`src/mma_pkg.sv`:
```
// Shared types and constants for the matrix multiply-accumulate block.
// No dependencies; imported by every module under src.
package mma_pkg;

    localparam int MAX_DIM_DEF = 8;
    localparam int IDX_W       = 3;
    localparam int SIZE_W      = 4;
    localparam int FACTOR_W    = 16;
    localparam int ACCUM_W     = 48;
    localparam int PROD_W      = 2 * FACTOR_W;

    typedef enum logic [1:0] {
        OP_LOAD_A  = 2'd0,
        OP_LOAD_B  = 2'd1,
        OP_LOAD_C  = 2'd2,
        OP_COMPUTE = 2'd3
    } t_op;

    typedef enum logic [2:0] {
        ST_IDLE,
        ST_COMPUTE,
        ST_DRAIN,
        ST_EMIT_RD,
        ST_EMIT_LD,
        ST_EMIT_WAIT
    } t_state;

    typedef struct packed {
        logic [1:0]                 operation;
        logic [IDX_W-1:0]           row;
        logic [IDX_W-1:0]           col;
        logic signed [FACTOR_W-1:0] factor_value;
        logic signed [ACCUM_W-1:0]  accum_value;
    } t_in_item;

    typedef struct packed {
        logic [IDX_W-1:0]          out_row;
        logic [IDX_W-1:0]          out_col;
        logic signed [ACCUM_W-1:0] product_value;
        logic                      last;
    } t_out_item;

    // write enables toward the matrix memories
    typedef struct packed {
        logic a_we;
        logic b_we;
        logic c_we;
    } t_mem_en;

    // per-term tag that travels with the memory read data into the MAC
    typedef struct packed {
        logic valid;
        logic first;
        logic last_k;
    } t_mac_tag;

endpackage

```
`src/mma_mac.sv`:
```
// Multiply-accumulate pipeline: registered product, saturating 48-bit sum,
// write-back of each finished C element. Depends on mma_pkg.
module mma_mac import mma_pkg::*; #(
    parameter int ADDR_W = 6
) (
    input  logic                       i_clk,
    input  logic                       i_rst_n,
    input  t_mac_tag                   i_tag,
    input  logic [ADDR_W-1:0]          i_addr,
    input  logic signed [FACTOR_W-1:0] i_a,
    input  logic signed [FACTOR_W-1:0] i_b,
    input  logic signed [ACCUM_W-1:0]  i_c,
    output logic                       o_busy,
    output logic                       o_wb_en,
    output logic [ADDR_W-1:0]          o_wb_addr,
    output logic signed [ACCUM_W-1:0]  o_wb_data
);

    localparam logic signed [ACCUM_W-1:0] SUM_MAX = {1'b0, {(ACCUM_W-1){1'b1}}};
    localparam logic signed [ACCUM_W-1:0] SUM_MIN = {1'b1, {(ACCUM_W-1){1'b0}}};

    t_mac_tag                   r_tag2;
    logic [ADDR_W-1:0]          r_addr2;
    logic signed [PROD_W-1:0]   r_prod2;
    logic signed [ACCUM_W-1:0]  r_c2;
    logic signed [ACCUM_W-1:0]  r_acc;
    logic signed [ACCUM_W-1:0]  n_acc;
    logic signed [ACCUM_W-1:0]  base;
    logic signed [ACCUM_W:0]    sum;

    always_ff @(posedge i_clk) begin
        if (!i_rst_n) begin
            r_tag2 <= '0;
        end else begin
            r_tag2 <= i_tag;
        end
    end

    always_ff @(posedge i_clk) begin
        r_addr2 <= i_addr;
        r_prod2 <= i_a * i_b;
        r_c2    <= i_c;
        if (r_tag2.valid) begin
            r_acc <= n_acc;
        end
    end

    always_comb begin
        base = r_tag2.first ? r_c2 : r_acc;
        sum  = (ACCUM_W+1)'(base) + (ACCUM_W+1)'(r_prod2);
        // clamp when the carry out disagrees with the sign bit
        if (sum[ACCUM_W] != sum[ACCUM_W-1]) begin
            n_acc = sum[ACCUM_W] ? SUM_MIN : SUM_MAX;
        end else begin
            n_acc = sum[ACCUM_W-1:0];
        end
    end

    assign o_busy    = r_tag2.valid;
    assign o_wb_en   = r_tag2.valid && r_tag2.last_k;
    assign o_wb_addr = r_addr2;
    assign o_wb_data = n_acc;

endmodule

```
`config.mk`:
```
export PLATFORM = sky130hd
export DESIGN_NAME = mma_mac
export DESIGN_NICKNAME = d
export VERILOG_FILES = /design/src/mma_pkg.sv /design/src/mma_mac.sv
export SDC_FILE = /design/constraint.sdc
export NUM_CORES = 1
export LEC_CHECK = 0
export BUFFER_PORTS_ARGS = -buffer_cell sky130_fd_sc_hd__buf_2
export CAP_MARGIN = 5
export CORE_ASPECT_RATIO = 2
export CORE_MARGIN = 2
export CORE_UTILIZATION = 40
export CTS_CLUSTER_DIAMETER = 100
export DETAILED_ROUTE_END_ITERATION = 10
export HOLD_SLACK_MARGIN = 0.05
export SYNTH_ARGS = -nofsm -noshare
export SYNTH_HDL_FRONTEND = slang
export SYNTH_SLANG_ARGS = --single-unit
```
`constraint.sdc`:
```
create_clock -name i_clk -period 11.2 [get_ports i_clk]
set_input_delay 2.24 -clock i_clk [delete_from_list [all_inputs] [get_ports i_clk]]
set_output_delay 2.24 -clock i_clk [all_outputs]
set_load 0.1 [all_outputs]
```
==> results.txt <==
----------------------------------------------------
[Outcome]
  Run status ... finished, final reports clean

[Final layout]
  Final net count ... 2,294
  Antenna fix cells ... 0
  Layout cells sized above 1 ... 13.8%
  Syn-to-layout area delta ... 11.1%

[Placed design]
  IO buf count ... 146
  Half-perimeter wire length after detailed placement ... 37,500 µm
  Routability congestion estimate ... 0.933

[Die]
  Initial core utilization ... 40.5%
  Number of ports placed on the die boundary ... 147
  # rows ... 105
  Die footprint ... 43,100 µm²
  Die W ... 148 µm
  Die H ... 292 µm
  Core Footprint ... 40,900 µm²

[Routing]
  Violation count after the first detailed-route iteration ... 470
  Total number of vias ... 12,200
  Number of antenna-violating nets in the routed design ... 0
  Number of detailed-routing iterations run before antenna repair ... 5
  Wire length per cell ... 19.2 µm
  Number of design rule violations left after detail routing ... 0
  Routed WL ... 45,300 µm
  DR vias/cell ... 5.17

[STA]
  Final TNS setup ... 0 ns
  F_max ... 124 MHz
  RSZ-0062 raised after global routing ... false
  Worst setup skew after layout ... 0.00893 ns
  Max_slew headroom ... 28.6%
  Final critical-path required period ... 8.08 ns
  Final Hold Violating Endpoints ... 0
  Period Utilization, post-route ... 72.1%
  Slew at the pin closest to its max-slew limit ... 1.07 ns
  Max-slew violation count ... 0
  Final count of negative-setup-slack endpoints ... 0

[Synthesis]
  Number of synthesized register bits ... 137
  Syn_nets ... 2,184
  Cell variety after synth ... 66
  Synthesized cell area ... 16,500 µm²
  Syn Area/Cell ... 9.73 µm²
  Number of warnings issued by yosys ... 0
  Async set-reset flop share out of synthesis ... 0%
  Sequential fraction of the synthesis area ... 19.5%
  Number of synthesized flops with an enable pin ... 48
  Top flip-flop cell by instance count after synthesis ... dfxtp_1
  Number of cells produced by synthesis ... 1,700

[Global routing]
  Pin count of the biggest net entering global routing ... 51
  First-pass GRT wire length ... 71,800 µm
  Met2 capacity usage during global routing ... 44.0%
  Routing usage on met3 ... 2.23%
  Met1 Resource Use GR ... 20.4%
  Antenna violations before repair ... 0
  Congestion Overflow GR ... 0
  Via count of the first global-routing pass ... 13,600
  Most used routing layer ... met2
  Gr usage total ... 21.7%

[Setup path]
  Setup slack on the worst flop-to-flop path ... 5.85 ns
  Capture instance of the worst register-to-register path ... r_acc[29]
  Path depth of the worst reg2reg path ... 16
  Setup crit start kind ... register
  Highest fanout seen on the critical path ... 41
  Worst setup EP type ... output pin
  Required time worst endpoint ... 8.96 ns
  Crit path kind ... register to output pin
  Critical register-to-register path startpoint ... r_tag2[1]
  Arrival time of data at the critical path endpoint ... 5.84 ns

[Clock network]
  Skew-Pair Late Insertion Delay ... 0.43 ns
  Buffers inserted during post-CTS setup optimization ... 0
  Clk pin slew, worst setup/hold paths ... 0.06 ns
  Root Driver ... clkbuf_16
  H-Tree Level Count ... 4
  Clock buffer count from CTS ... 17
  TritonCTS Sinks ... 137
  Number of cells upsized or downsized after cts ... 0
  CTS tree ... built
  Hold buffer count at CTS ... 0
  Clock Path Buffers ... 2

[Flow run]
  Number of max-cap violations ... 0

[Worst hold path]
  Type of the worst min-delay path ... register to register
  Number of instances on the worst hold path ... 3
  Endpoint of the worst hold-timing path ... r_acc[0]
  Launch instance of the worst min-delay path ... r_prod2[0]

----------------------------------------------------
==> cells in the mapped netlist (3+ instances only) <==
library cell | count | area (µm²)
inv_1 | 302 | 1130
fa_1 | 263 | 5270
nand2_1 | 159 | 597
and2_1 | 132 | 826
ha_1 | 130 | 1630
a21oi_1 | 98 | 490
dfxtp_1 | 89 | 1780
xnor2_1 | 52 | 455
edfxtp_1 | 48 | 1440
clkbuf_1 | 47 | 176
mux2_2 | 47 | 529
nor2_1 | 47 | 176
o21ai_0 | 38 | 190
a21o_1 | 29 | 218
xor2_1 | 24 | 210
nand3_1 | 19 | 95.1
o21ai_1 | 18 | 90.1
nand2b_1 | 12 | 75.1
nand4_1 | 11 | 68.8
nor3_1 | 11 | 55.1
o21bai_1 | 11 | 82.6
a211oi_1 | 10 | 75.1
nor2b_1 | 10 | 62.6
o21a_1 | 9 | 67.6
and3_1 | 7 | 43.8
buf_2 | 7 | 35.0
maj3_1 | 6 | 60.1
a21boi_0 | 4 | 30.0
a41oi_1 | 4 | 35.0
o31ai_1 | 4 | 30.0
or2_2 | 4 | 25.0
a31o_2 | 3 | 26.3
and4_1 | 3 | 26.3
nor4_1 | 3 | 18.8
==> critical path, cell delays in order (launching register included) <==
cell	delay [ns]
dfxtp_2	0.55
buf_4	0.49
mux2_2	0.39
ha_1	0.22
inv_1	0.08
fa_1	0.21
nor2b_1	0.08
o31ai_1	0.30
a21oi_1	0.17
a221o_1	0.48
a41oi_2	0.33
o21ai_1	0.18
nand4_1	0.14
o211ai_2	0.09
buf_4	0.21
nor2_4	0.81
o21ai_1	0.27
buf_2	0.36
==> layout make-up <==
class,count,area (µm²)
inverter,302,1130
multi-input combinational,1202,11900
timing repair buffer,150,761
fill,3927,22500
clock inverter,8,103
sequential,137,3230
clock buffer,24,546
tap,535,669
==> metrics by stage <==
stage                     area [µm²]  hold slack [ns]  utilization, %  instances  setup WS [ns]
after global placement         17700            0.716            43.4       2326           2.96
after detailed placement       17700            0.740            43.4       2326           2.86
after global routing           18400            0.839            45.0       2358           2.74
final                          18400            0.751            45.0       2358           3.12
after CTS                      18400            0.754            45.0       2358           2.98
after floorplan                16500             1.31               -       1700           3.42
==> per-layer routing <==
| metal | share of wire (%) | vias to the layer above |
|---|---|---|
| li1 | - | 5634 |
| met2 | 58 | 320 |
| met3 | 3.4 | 122 |
| met1 | 33 | 6115 |
| met4 | 6.3 | 0 |
| met5 | 0 | - |
==> how the worst max path moves through the flow <==
stage	to	depth (start not counted)	slack (ns)	from
detailed placement	r_prod2[30]	21	2.86	i_b[1]
CTS	o_wb_data[29]	17	2.98	r_tag2[1]
floorplan	r_prod2[31]	21	3.42	i_a[15]
global placement	r_prod2[31]	20	2.96	i_a[10]
global route	o_wb_data[29]	17	2.74	r_tag2[1]
finish	o_wb_data[29]	17	3.12	r_tag2[1]
==> kinds of logic (layout without fill, tap and decap cells) <==
| kind of cell | count (synthesis) | after routing | synth area share (%) |
|---|---|---|---|
| AO/OA/AOI/OAI | 254 | 254 | 9.85 |
| XOR/XNOR | 77 | 77 | 4.19 |
| adder cells (fa/ha/maj) | 399 | 399 | 42.0 |
| buffers and inverters | 361 | 484 | 8.34 |
| flip-flops | 137 | 137 | 19.5 |
| multiplexers | 48 | 48 | 3.26 |
| AND/OR/NAND/NOR | 424 | 424 | 12.8 |
==> flip-flops by register name, indices dropped and copies added, names as in the netlist <==
register / count
r_tag2: 2
o_wb_addr: 6
r_prod2: 32
o_busy: 1
r_acc: 48
r_c2: 48
==> layout by cell type (no fill, tap or decap), drive strengths merged, types with 3 or more instances in the layout <==
cell,n
xor2,24
nand4,11
nand3,19
a21boi,4
ha,130
nor4,3
mux2,47
inv,303
clkbuf,24
a211oi,11
and4,3
and3,7
a21oi,98
o21a,9
dfxtp,89
nor3,11
clkinv,5
o31ai,5
nand2b,12
nor2,48
a21o,30
buf,150
nor2b,10
o21ai,58
nand2,159
a31o,3
or2,4
o21bai,11
a41oi,6
fa,263
maj3,6
xnor2,53
and2,133
o211ai,3
edfxtp,48
Power is left out: the tool's default activity adds up to more than one toggle a clock period on the data nets, which glitch-free logic cannot reach.
