**config.mk**
```make
export PLATFORM = sky130hd
export DESIGN_NAME = mma_ctrl
export DESIGN_NICKNAME = d
export VERILOG_FILES = /design/src/mma_pkg.sv /design/src/mma_ctrl.sv
export SDC_FILE = /design/constraint.sdc
export NUM_CORES = 1
export LEC_CHECK = 0
export BUFFER_PORTS_ARGS = -buffer_cell sky130_fd_sc_hd__buf_4
export CAP_MARGIN = 15
export CORE_AREA = 3 3 129 131
export CTS_BUF_LIST = sky130_fd_sc_hd__clkbuf_8
export DETAILED_ROUTE_END_ITERATION = 8
export DIE_AREA = 0 0 132 134
export GPL_TIMING_DRIVEN = 0
export PLACE_DENSITY_LB_ADDON = 0.05
export SETUP_SLACK_MARGIN = 0.1
export SLEW_MARGIN = 5
export SYNTH_ARGS = -nofsm -noshare
export SYNTH_HDL_FRONTEND = slang
export SYNTH_SLANG_ARGS = --single-unit
```
**constraint.sdc**
```tcl
create_clock -name i_clk -period 6.7 [get_ports i_clk]
set_input_delay 0.67 -clock i_clk [delete_from_list [all_inputs] [get_ports i_clk]]
set_output_delay 0.67 -clock i_clk [all_outputs]
set_load 0.005 [all_outputs]
```
**src/mma_pkg.sv**
```systemverilog
// Shared types and constants for the matrix multiply-accumulate block.
// No dependencies; imported by every module under src.
package mma_pkg;

    localparam int MAX_DIM_DEF = 8;
    localparam int IDX_W       = 3;
    localparam int SIZE_W      = 4;
    localparam int FACTOR_W    = 16;
    localparam int ACCUM_W     = 48;
    localparam int PROD_W      = 2 * FACTOR_W;

    typedef enum logic [1:0] {
        OP_LOAD_A  = 2'd0,
        OP_LOAD_B  = 2'd1,
        OP_LOAD_C  = 2'd2,
        OP_COMPUTE = 2'd3
    } t_op;

    typedef enum logic [2:0] {
        ST_IDLE,
        ST_COMPUTE,
        ST_DRAIN,
        ST_EMIT_RD,
        ST_EMIT_LD,
        ST_EMIT_WAIT
    } t_state;

    typedef struct packed {
        logic [1:0]                 operation;
        logic [IDX_W-1:0]           row;
        logic [IDX_W-1:0]           col;
        logic signed [FACTOR_W-1:0] factor_value;
        logic signed [ACCUM_W-1:0]  accum_value;
    } t_in_item;

    typedef struct packed {
        logic [IDX_W-1:0]          out_row;
        logic [IDX_W-1:0]          out_col;
        logic signed [ACCUM_W-1:0] product_value;
        logic                      last;
    } t_out_item;

    // write enables toward the matrix memories
    typedef struct packed {
        logic a_we;
        logic b_we;
        logic c_we;
    } t_mem_en;

    // per-term tag that travels with the memory read data into the MAC
    typedef struct packed {
        logic valid;
        logic first;
        logic last_k;
    } t_mac_tag;

endpackage

```
**src/mma_ctrl.sv**
```systemverilog
// Sequencer: load handling, i/j/k loop counters, read addressing, result
// emission through the output register. Depends on mma_pkg.
module mma_ctrl import mma_pkg::*; #(
    parameter int MAX_DIM = MAX_DIM_DEF,
    parameter int ADDR_W  = 6
) (
    input  logic                       i_clk,
    input  logic                       i_rst_n,
    input  logic                       i_valid,
    output logic                       o_ready,
    input  t_in_item                   i_item,
    output logic                       o_valid,
    input  logic                       i_ready,
    output t_out_item                  o_item,
    input  logic                       i_cfg_valid,
    output logic                       o_cfg_ready,
    input  logic [SIZE_W-1:0]          i_cfg_data,
    output t_mem_en                    o_en,
    output logic [ADDR_W-1:0]          o_ab_waddr,
    output logic [ADDR_W-1:0]          o_c_waddr,
    output logic signed [ACCUM_W-1:0]  o_c_wdata,
    output logic [ADDR_W-1:0]          o_a_raddr,
    output logic [ADDR_W-1:0]          o_b_raddr,
    output logic [ADDR_W-1:0]          o_c_raddr,
    input  logic signed [ACCUM_W-1:0]  i_rd_c,
    output t_mac_tag                   o_tag,
    output logic [ADDR_W-1:0]          o_tag_addr,
    input  logic                       i_mac_busy,
    input  logic                       i_wb_en,
    input  logic [ADDR_W-1:0]          i_wb_addr,
    input  logic signed [ACCUM_W-1:0]  i_wb_data
);

    t_state            r_state, n_state;
    logic [IDX_W-1:0]  r_i, n_i, r_j, n_j, r_k, n_k;
    logic [SIZE_W-1:0] r_size;
    t_mac_tag          r_s1_tag;
    t_out_item         r_out, n_out;
    logic              r_out_valid, n_out_valid;
    logic [SIZE_W-1:0] act_size;
    logic [IDX_W-1:0]  nm1;
    logic              in_range;
    logic              load_c;
    logic              last_elem;

    function automatic logic [ADDR_W-1:0] f_addr(input logic [IDX_W-1:0] r,
                                                 input logic [IDX_W-1:0] c);
        return ADDR_W'(int'(r) * MAX_DIM + int'(c));
    endfunction

    always_ff @(posedge i_clk) begin
        if (!i_rst_n) begin
            r_state     <= ST_IDLE;
            r_size      <= SIZE_W'(MAX_DIM);
            r_s1_tag    <= '0;
            r_out_valid <= 1'b0;
            r_i         <= '0;
            r_j         <= '0;
            r_k         <= '0;
        end else begin
            r_state     <= n_state;
            r_s1_tag    <= o_tag;
            r_out_valid <= n_out_valid;
            r_i         <= n_i;
            r_j         <= n_j;
            r_k         <= n_k;
            if (i_cfg_valid && o_cfg_ready) begin
                r_size <= i_cfg_data;
            end
        end
    end

    always_ff @(posedge i_clk) begin
        r_out <= n_out;
    end

    always_comb begin
        if (r_size == '0) begin
            act_size = SIZE_W'(1);
        end else if (r_size > SIZE_W'(MAX_DIM)) begin
            act_size = SIZE_W'(MAX_DIM);
        end else begin
            act_size = r_size;
        end
    end

    assign nm1       = IDX_W'(act_size - SIZE_W'(1));
    assign in_range  = ({1'b0, i_item.row} < SIZE_W'(MAX_DIM)) &&
                       ({1'b0, i_item.col} < SIZE_W'(MAX_DIM));
    assign last_elem = (r_i == nm1) && (r_j == nm1);

    always_comb begin
        n_state     = r_state;
        n_i         = r_i;
        n_j         = r_j;
        n_k         = r_k;
        n_out       = r_out;
        n_out_valid = r_out_valid;
        o_ready     = 1'b0;
        o_en        = '0;
        load_c      = 1'b0;
        unique case (r_state)
            ST_IDLE: begin
                o_ready = 1'b1;
                if (i_valid) begin
                    unique case (t_op'(i_item.operation))
                        OP_LOAD_A: o_en.a_we = in_range;
                        OP_LOAD_B: o_en.b_we = in_range;
                        OP_LOAD_C: load_c    = in_range;
                        OP_COMPUTE: begin
                            n_i     = '0;
                            n_j     = '0;
                            n_k     = '0;
                            n_state = ST_COMPUTE;
                        end
                        default: ;
                    endcase
                end
            end
            ST_COMPUTE: begin
                // advance k, then j, then i
                if (r_k != nm1) begin
                    n_k = r_k + IDX_W'(1);
                end else begin
                    n_k = '0;
                    if (r_j != nm1) begin
                        n_j = r_j + IDX_W'(1);
                    end else begin
                        n_j = '0;
                        if (r_i != nm1) begin
                            n_i = r_i + IDX_W'(1);
                        end else begin
                            n_i     = '0;
                            n_state = ST_DRAIN;
                        end
                    end
                end
            end
            ST_DRAIN: begin
                // hold until the last C write-back has landed
                if (!r_s1_tag.valid && !i_mac_busy) begin
                    n_state = ST_EMIT_RD;
                end
            end
            ST_EMIT_RD: n_state = ST_EMIT_LD;
            ST_EMIT_LD: begin
                n_out.out_row       = r_i;
                n_out.out_col       = r_j;
                n_out.product_value = i_rd_c;
                n_out.last          = last_elem;
                n_out_valid         = 1'b1;
                n_state             = ST_EMIT_WAIT;
            end
            ST_EMIT_WAIT: begin
                if (i_ready) begin
                    n_out_valid = 1'b0;
                    if (last_elem) begin
                        n_i     = '0;
                        n_j     = '0;
                        n_state = ST_IDLE;
                    end else begin
                        n_state = ST_EMIT_RD;
                        if (r_j != nm1) begin
                            n_j = r_j + IDX_W'(1);
                        end else begin
                            n_j = '0;
                            n_i = r_i + IDX_W'(1);
                        end
                    end
                end
            end
            default: n_state = ST_IDLE;
        endcase
        o_en.c_we = load_c || i_wb_en;
    end

    assign o_cfg_ready  = 1'b1;
    assign o_ab_waddr   = f_addr(i_item.row, i_item.col);
    assign o_c_waddr    = load_c ? f_addr(i_item.row, i_item.col) : i_wb_addr;
    assign o_c_wdata    = load_c ? i_item.accum_value : i_wb_data;
    assign o_a_raddr    = f_addr(r_i, r_k);
    assign o_b_raddr    = f_addr(r_k, r_j);
    assign o_c_raddr    = f_addr(r_i, r_j);
    assign o_tag.valid  = (r_state == ST_COMPUTE);
    assign o_tag.first  = (r_k == '0);
    assign o_tag.last_k = (r_k == nm1);
    assign o_tag_addr   = f_addr(r_i, r_j);
    assign o_valid      = r_out_valid;
    assign o_item       = r_out;

`ifndef SYNTHESIS
    a_out_only_emit: assert property (@(posedge i_clk) disable iff (!i_rst_n)
        r_out_valid |-> (r_state == ST_EMIT_WAIT))
        else $error("result shown outside emit wait");

    a_no_accept_busy: assert property (@(posedge i_clk) disable iff (!i_rst_n)
        !(o_ready && r_out_valid))
        else $error("input accepted while a result is pending");

    a_drained: assert property (@(posedge i_clk) disable iff (!i_rst_n)
        (r_state == ST_EMIT_RD) |-> (!r_s1_tag.valid && !i_mac_busy && !i_wb_en))
        else $error("emission started before the MAC pipeline drained");

    a_no_wb_idle: assert property (@(posedge i_clk) disable iff (!i_rst_n)
        (r_state == ST_IDLE) |-> !i_wb_en)
        else $error("C write-back collides with a load");
`endif

endmodule

```
==> results.py <==
metrics = {
    "placed_design": {
        "placed_cells": 808,
        "hpwl_um": 11600,
        "dpl_cell_area_um2": 6380,
        "port-buffer-count": 314,
        "place.gp.congestion": 0.726,
    },
    "logic_synthesis": {
        "syn_nets": 462,
        "synth-warning-count": 0,
        "yosys.cell_types.count": 49,
        "synth_seq_cells": 73,
        "netlist_instances": 272,
        "async_reset_ff_share_pct": 0,
        "ys.flop_type": "edfxtp_1",
        "synth_top_area_cell": "edfxtp_1",
        "synth-edff-count": 55,
        "syn_area_um2": 3690,
        "avgSynthCellArea_um2": 13.6,
        "ys_seq_area_share_pct": 54.6,
        "synth.top_cells.by_area": "edfxtp_1, mux2_2, dfxtp_1",
        "ys_top_cells_by_count": "edfxtp_1, mux2_2, buf_4",
        "synth_top_area_share_pct": 44.8,
    },
    "sta": {
        "relSlewSlack_pct": 65.6,
        "final_max_slew_viol_count": 0,
        "fin_skew_ns": 0.00766,
        "worst_pin_slew_ns": 0.514,
        "finalSetupTns_ns": 0,
        "layout_min_cycle_time_ns": 3.09,
        "hold_violations": 0,
        "timing.fmax_ghz": 0.324,
        "finalSetupViolCount": 0,
        "hold_slack_ns": 0.483,
        "rsz0062_at_grt": "no",
        "period_share_pct": 46.1,
    },
    "detailed_routing": {
        "routed_wl_um": 13700,
        "viasPerCell": 4.20,
        "ant_nets": 0,
        "routedWlPerCell_um": 16.6,
        "wl_met3_um": 1130,
        "routed-wl-met2_um": 6890,
        "met1_length_um": 5340,
        "drt_iter0_drc": 97,
        "drc": 0,
        "vias": 3458,
        "dr.pass1.iters": 6,
        "highest_layer": "met4",
    },
    "clock_network": {
        "cts_buffers": 9,
        "clk_pin_slew_ns": 0.08,
        "holdBufCountCts": 0,
        "cts_tree": "yes",
        "clkLatencyLatePin_ns": 0.36,
        "cts.path.max_buffers": 2,
        "postCtsSetupRepairBufs": 0,
        "root_buffer": "clkbuf_8",
        "htreeDepth": 3,
        "ctsResizeCount": 0,
        "cts.sinks": 73,
    },
    "floorplan": {
        "die_y_um": 134,
        "core.rowCount": 46,
        "initial_utilization_pct": 23.5,
        "fp.dieW_um": 132,
        "pin_count": 333,
        "die_area_um2": 17700,
        "core_um2": 15700,
    },
    "critical_path": {
        "path_class": "reg -> out",
        "arrival_ns": 2.42,
        "cp_cell_sequence": "clkbuf_1 -> nor3_2 -> nand4b_1 -> buf_2 -> buf_2 -> mux2_2 -> buf_4",
        "slowest_stage": "mux2_2",
        "path_buf_inv": 4,
        "cp_data_required_time_ns": 6.03,
        "crit_path_frequent_cell": "buf_2",
        "critPathLaunch": "r_state[1]$_SDFFE_PN0P_",
        "cp_max_fo": 10,
        "critical_path.top_delay_family": "buffers and inverters",
        "critPathLaunchType": "register",
        "critical-path-max-stage-delay_ns": 0.40,
        "rr_startpoint": "r_size[1]$_SDFFE_PN0P_",
        "cp-end-kind": "output pin",
    },
    "cells_and_area": {
        "final_nets": 793,
        "fill_cells": 1553,
        "n_antenna_cell": 0,
        "drive_above_1_share_pct": 71.1,
        "stdcell_count": 824,
        "final_cell_area_um2": 6600,
        "syn_to_final_growth_pct": 79.0,
    },
    "worst_hold_path": {
        "hold_start": "i_rd_c[9]",
        "hold_class": "in -> reg",
    },
    "global_route": {
        "gr-total-overflow": 0,
        "grt_pass1_wl_um": 20000,
        "grt_pass1_vias": 3598,
        "antenna_found_initial": 0,
        "track_usage_pct": 14.7,
        "grt_max_degree": 15,
    },
    "power_and_ir_drop": {
        "ir_worst_vdd_v": 0.000102,
        "cellPowerDensity_nw_per_um2": 170,
        "p_leak_nw": 3.08,
    },
    "status": {
        "status": "finished, final reports clean",
    },
    "job": {
        "cap_violations": 0,
    },
}
==> state kept, by name, summed over array words and instances, names as in the netlist <==
register  cells
r_i           3
r_size        4
r_k           3
r_j           3
r_s1_tag      1
o_valid       1
r_state       3
o_item       55
==> layout by cell type, fill, tap and decap left out, types with 2 or more instances in the layout <==
| cell type | count |
|---|---|
| mux2i_1 | 5 |
| bufinv_16 | 2 |
| and2_1 | 2 |
| buf_4 | 339 |
| ha_1 | 5 |
| buf_6 | 4 |
| nor2_1 | 8 |
| o211ai_1 | 2 |
| a21oi_1 | 6 |
| clkbuf_8 | 9 |
| nor3_2 | 2 |
| o21a_1 | 5 |
| nor3_1 | 5 |
| o21ai_0 | 4 |
| edfxtp_1 | 55 |
| a31oi_1 | 2 |
| nor2b_1 | 9 |
| xnor3_1 | 3 |
| nand2b_1 | 2 |
| xor2_1 | 5 |
| clkbuf_1 | 5 |
| nor3b_1 | 2 |
| dfxtp_1 | 18 |
| nand2_1 | 11 |
| nand3_1 | 2 |
| mux2_2 | 55 |
| and3_1 | 2 |
| inv_1 | 5 |
| buf_2 | 6 |
==> cells by family (layout without fill, tap and decap cells) <==
group	count (synthesis)	after routing	share of synthesized area, %
AO/OA/AOI/OAI	30	30	6.62
flip-flops	73	73	54.6
XOR/XNOR	8	8	3.02
multiplexers	60	60	18.2
buffers and inverters	39	375	6.62
other	1	1	0.102
AND/OR/NAND/NOR	56	56	9.23
adder cells (fa/ha/maj)	5	5	1.70
==> path summary, 6_finish.rpt <==
check	end	slack, ns	cells after the start
worst max-delay path	o_c_wdata[5]	3.61	7
worst max register to register	r_i[2]$_SDFFE_PN0P_	4.14	8
worst min register to register	o_valid$_SDFFE_PN0P_	0.53	2
worst min-delay path	o_item[10]$_DFFE_PP_	0.48	1
==> area by class of cell <==
cell class	count	area (µm²)	share of cell area [%]
Tap cell	216	270	4.09
Buffer	34	225	3.41
Inverter	5	18.8	0.284
Clock buffer	9	124	1.88
Multi-Input combinational cell	160	1440	21.8
Sequential cell	73	2010	30.5
Timing Repair Buffer	320	2410	36.6
Clock inverter	7	101	1.54
==> worst register-to-register path, cell delays in order, from the launching register on <==
cell and delay, ns:
dfxtp_1 0.34, o21ba_2 0.27, or2_2 0.29, ha_1 0.27
xnor3_1 0.32, o211ai_2 0.20, and2_1 0.21, o21a_1 0.20
a221o_1 0.34
==> per-stage QoR <==
step                      util [%]  total power [W]  setup WS (ns)
after floorplan                  -         0.000592           1.36
after global placement        40.2         0.000738         -0.886
after detailed placement      40.6         0.000741           4.00
after CTS                     42.0          0.00114           3.57
after global routing          42.0          0.00118           3.45
final                         42.0          0.00112           3.61
==> routing by layer <==
layer | global-route usage [%] | vias up
li1 | - | 1645
met1 | 16.4 | 1598
met2 | 25.7 | 196
met3 | 4.88 | 19
met4 | 5.95 | 0
met5 | 0 | -
==> power by group <==
group	internal (W)	total, W	switching, W	leakage [nW]
registers	0.000489	0.000496	0.00000701	0.636
clock network	0.000213	0.000395	0.000181	0.112
logic	0.000153	0.000232	0.0000790	2.33
total	0.000855	0.00112	0.000267	3.08
No activity file was read; power rests on OpenSTA's default activity.
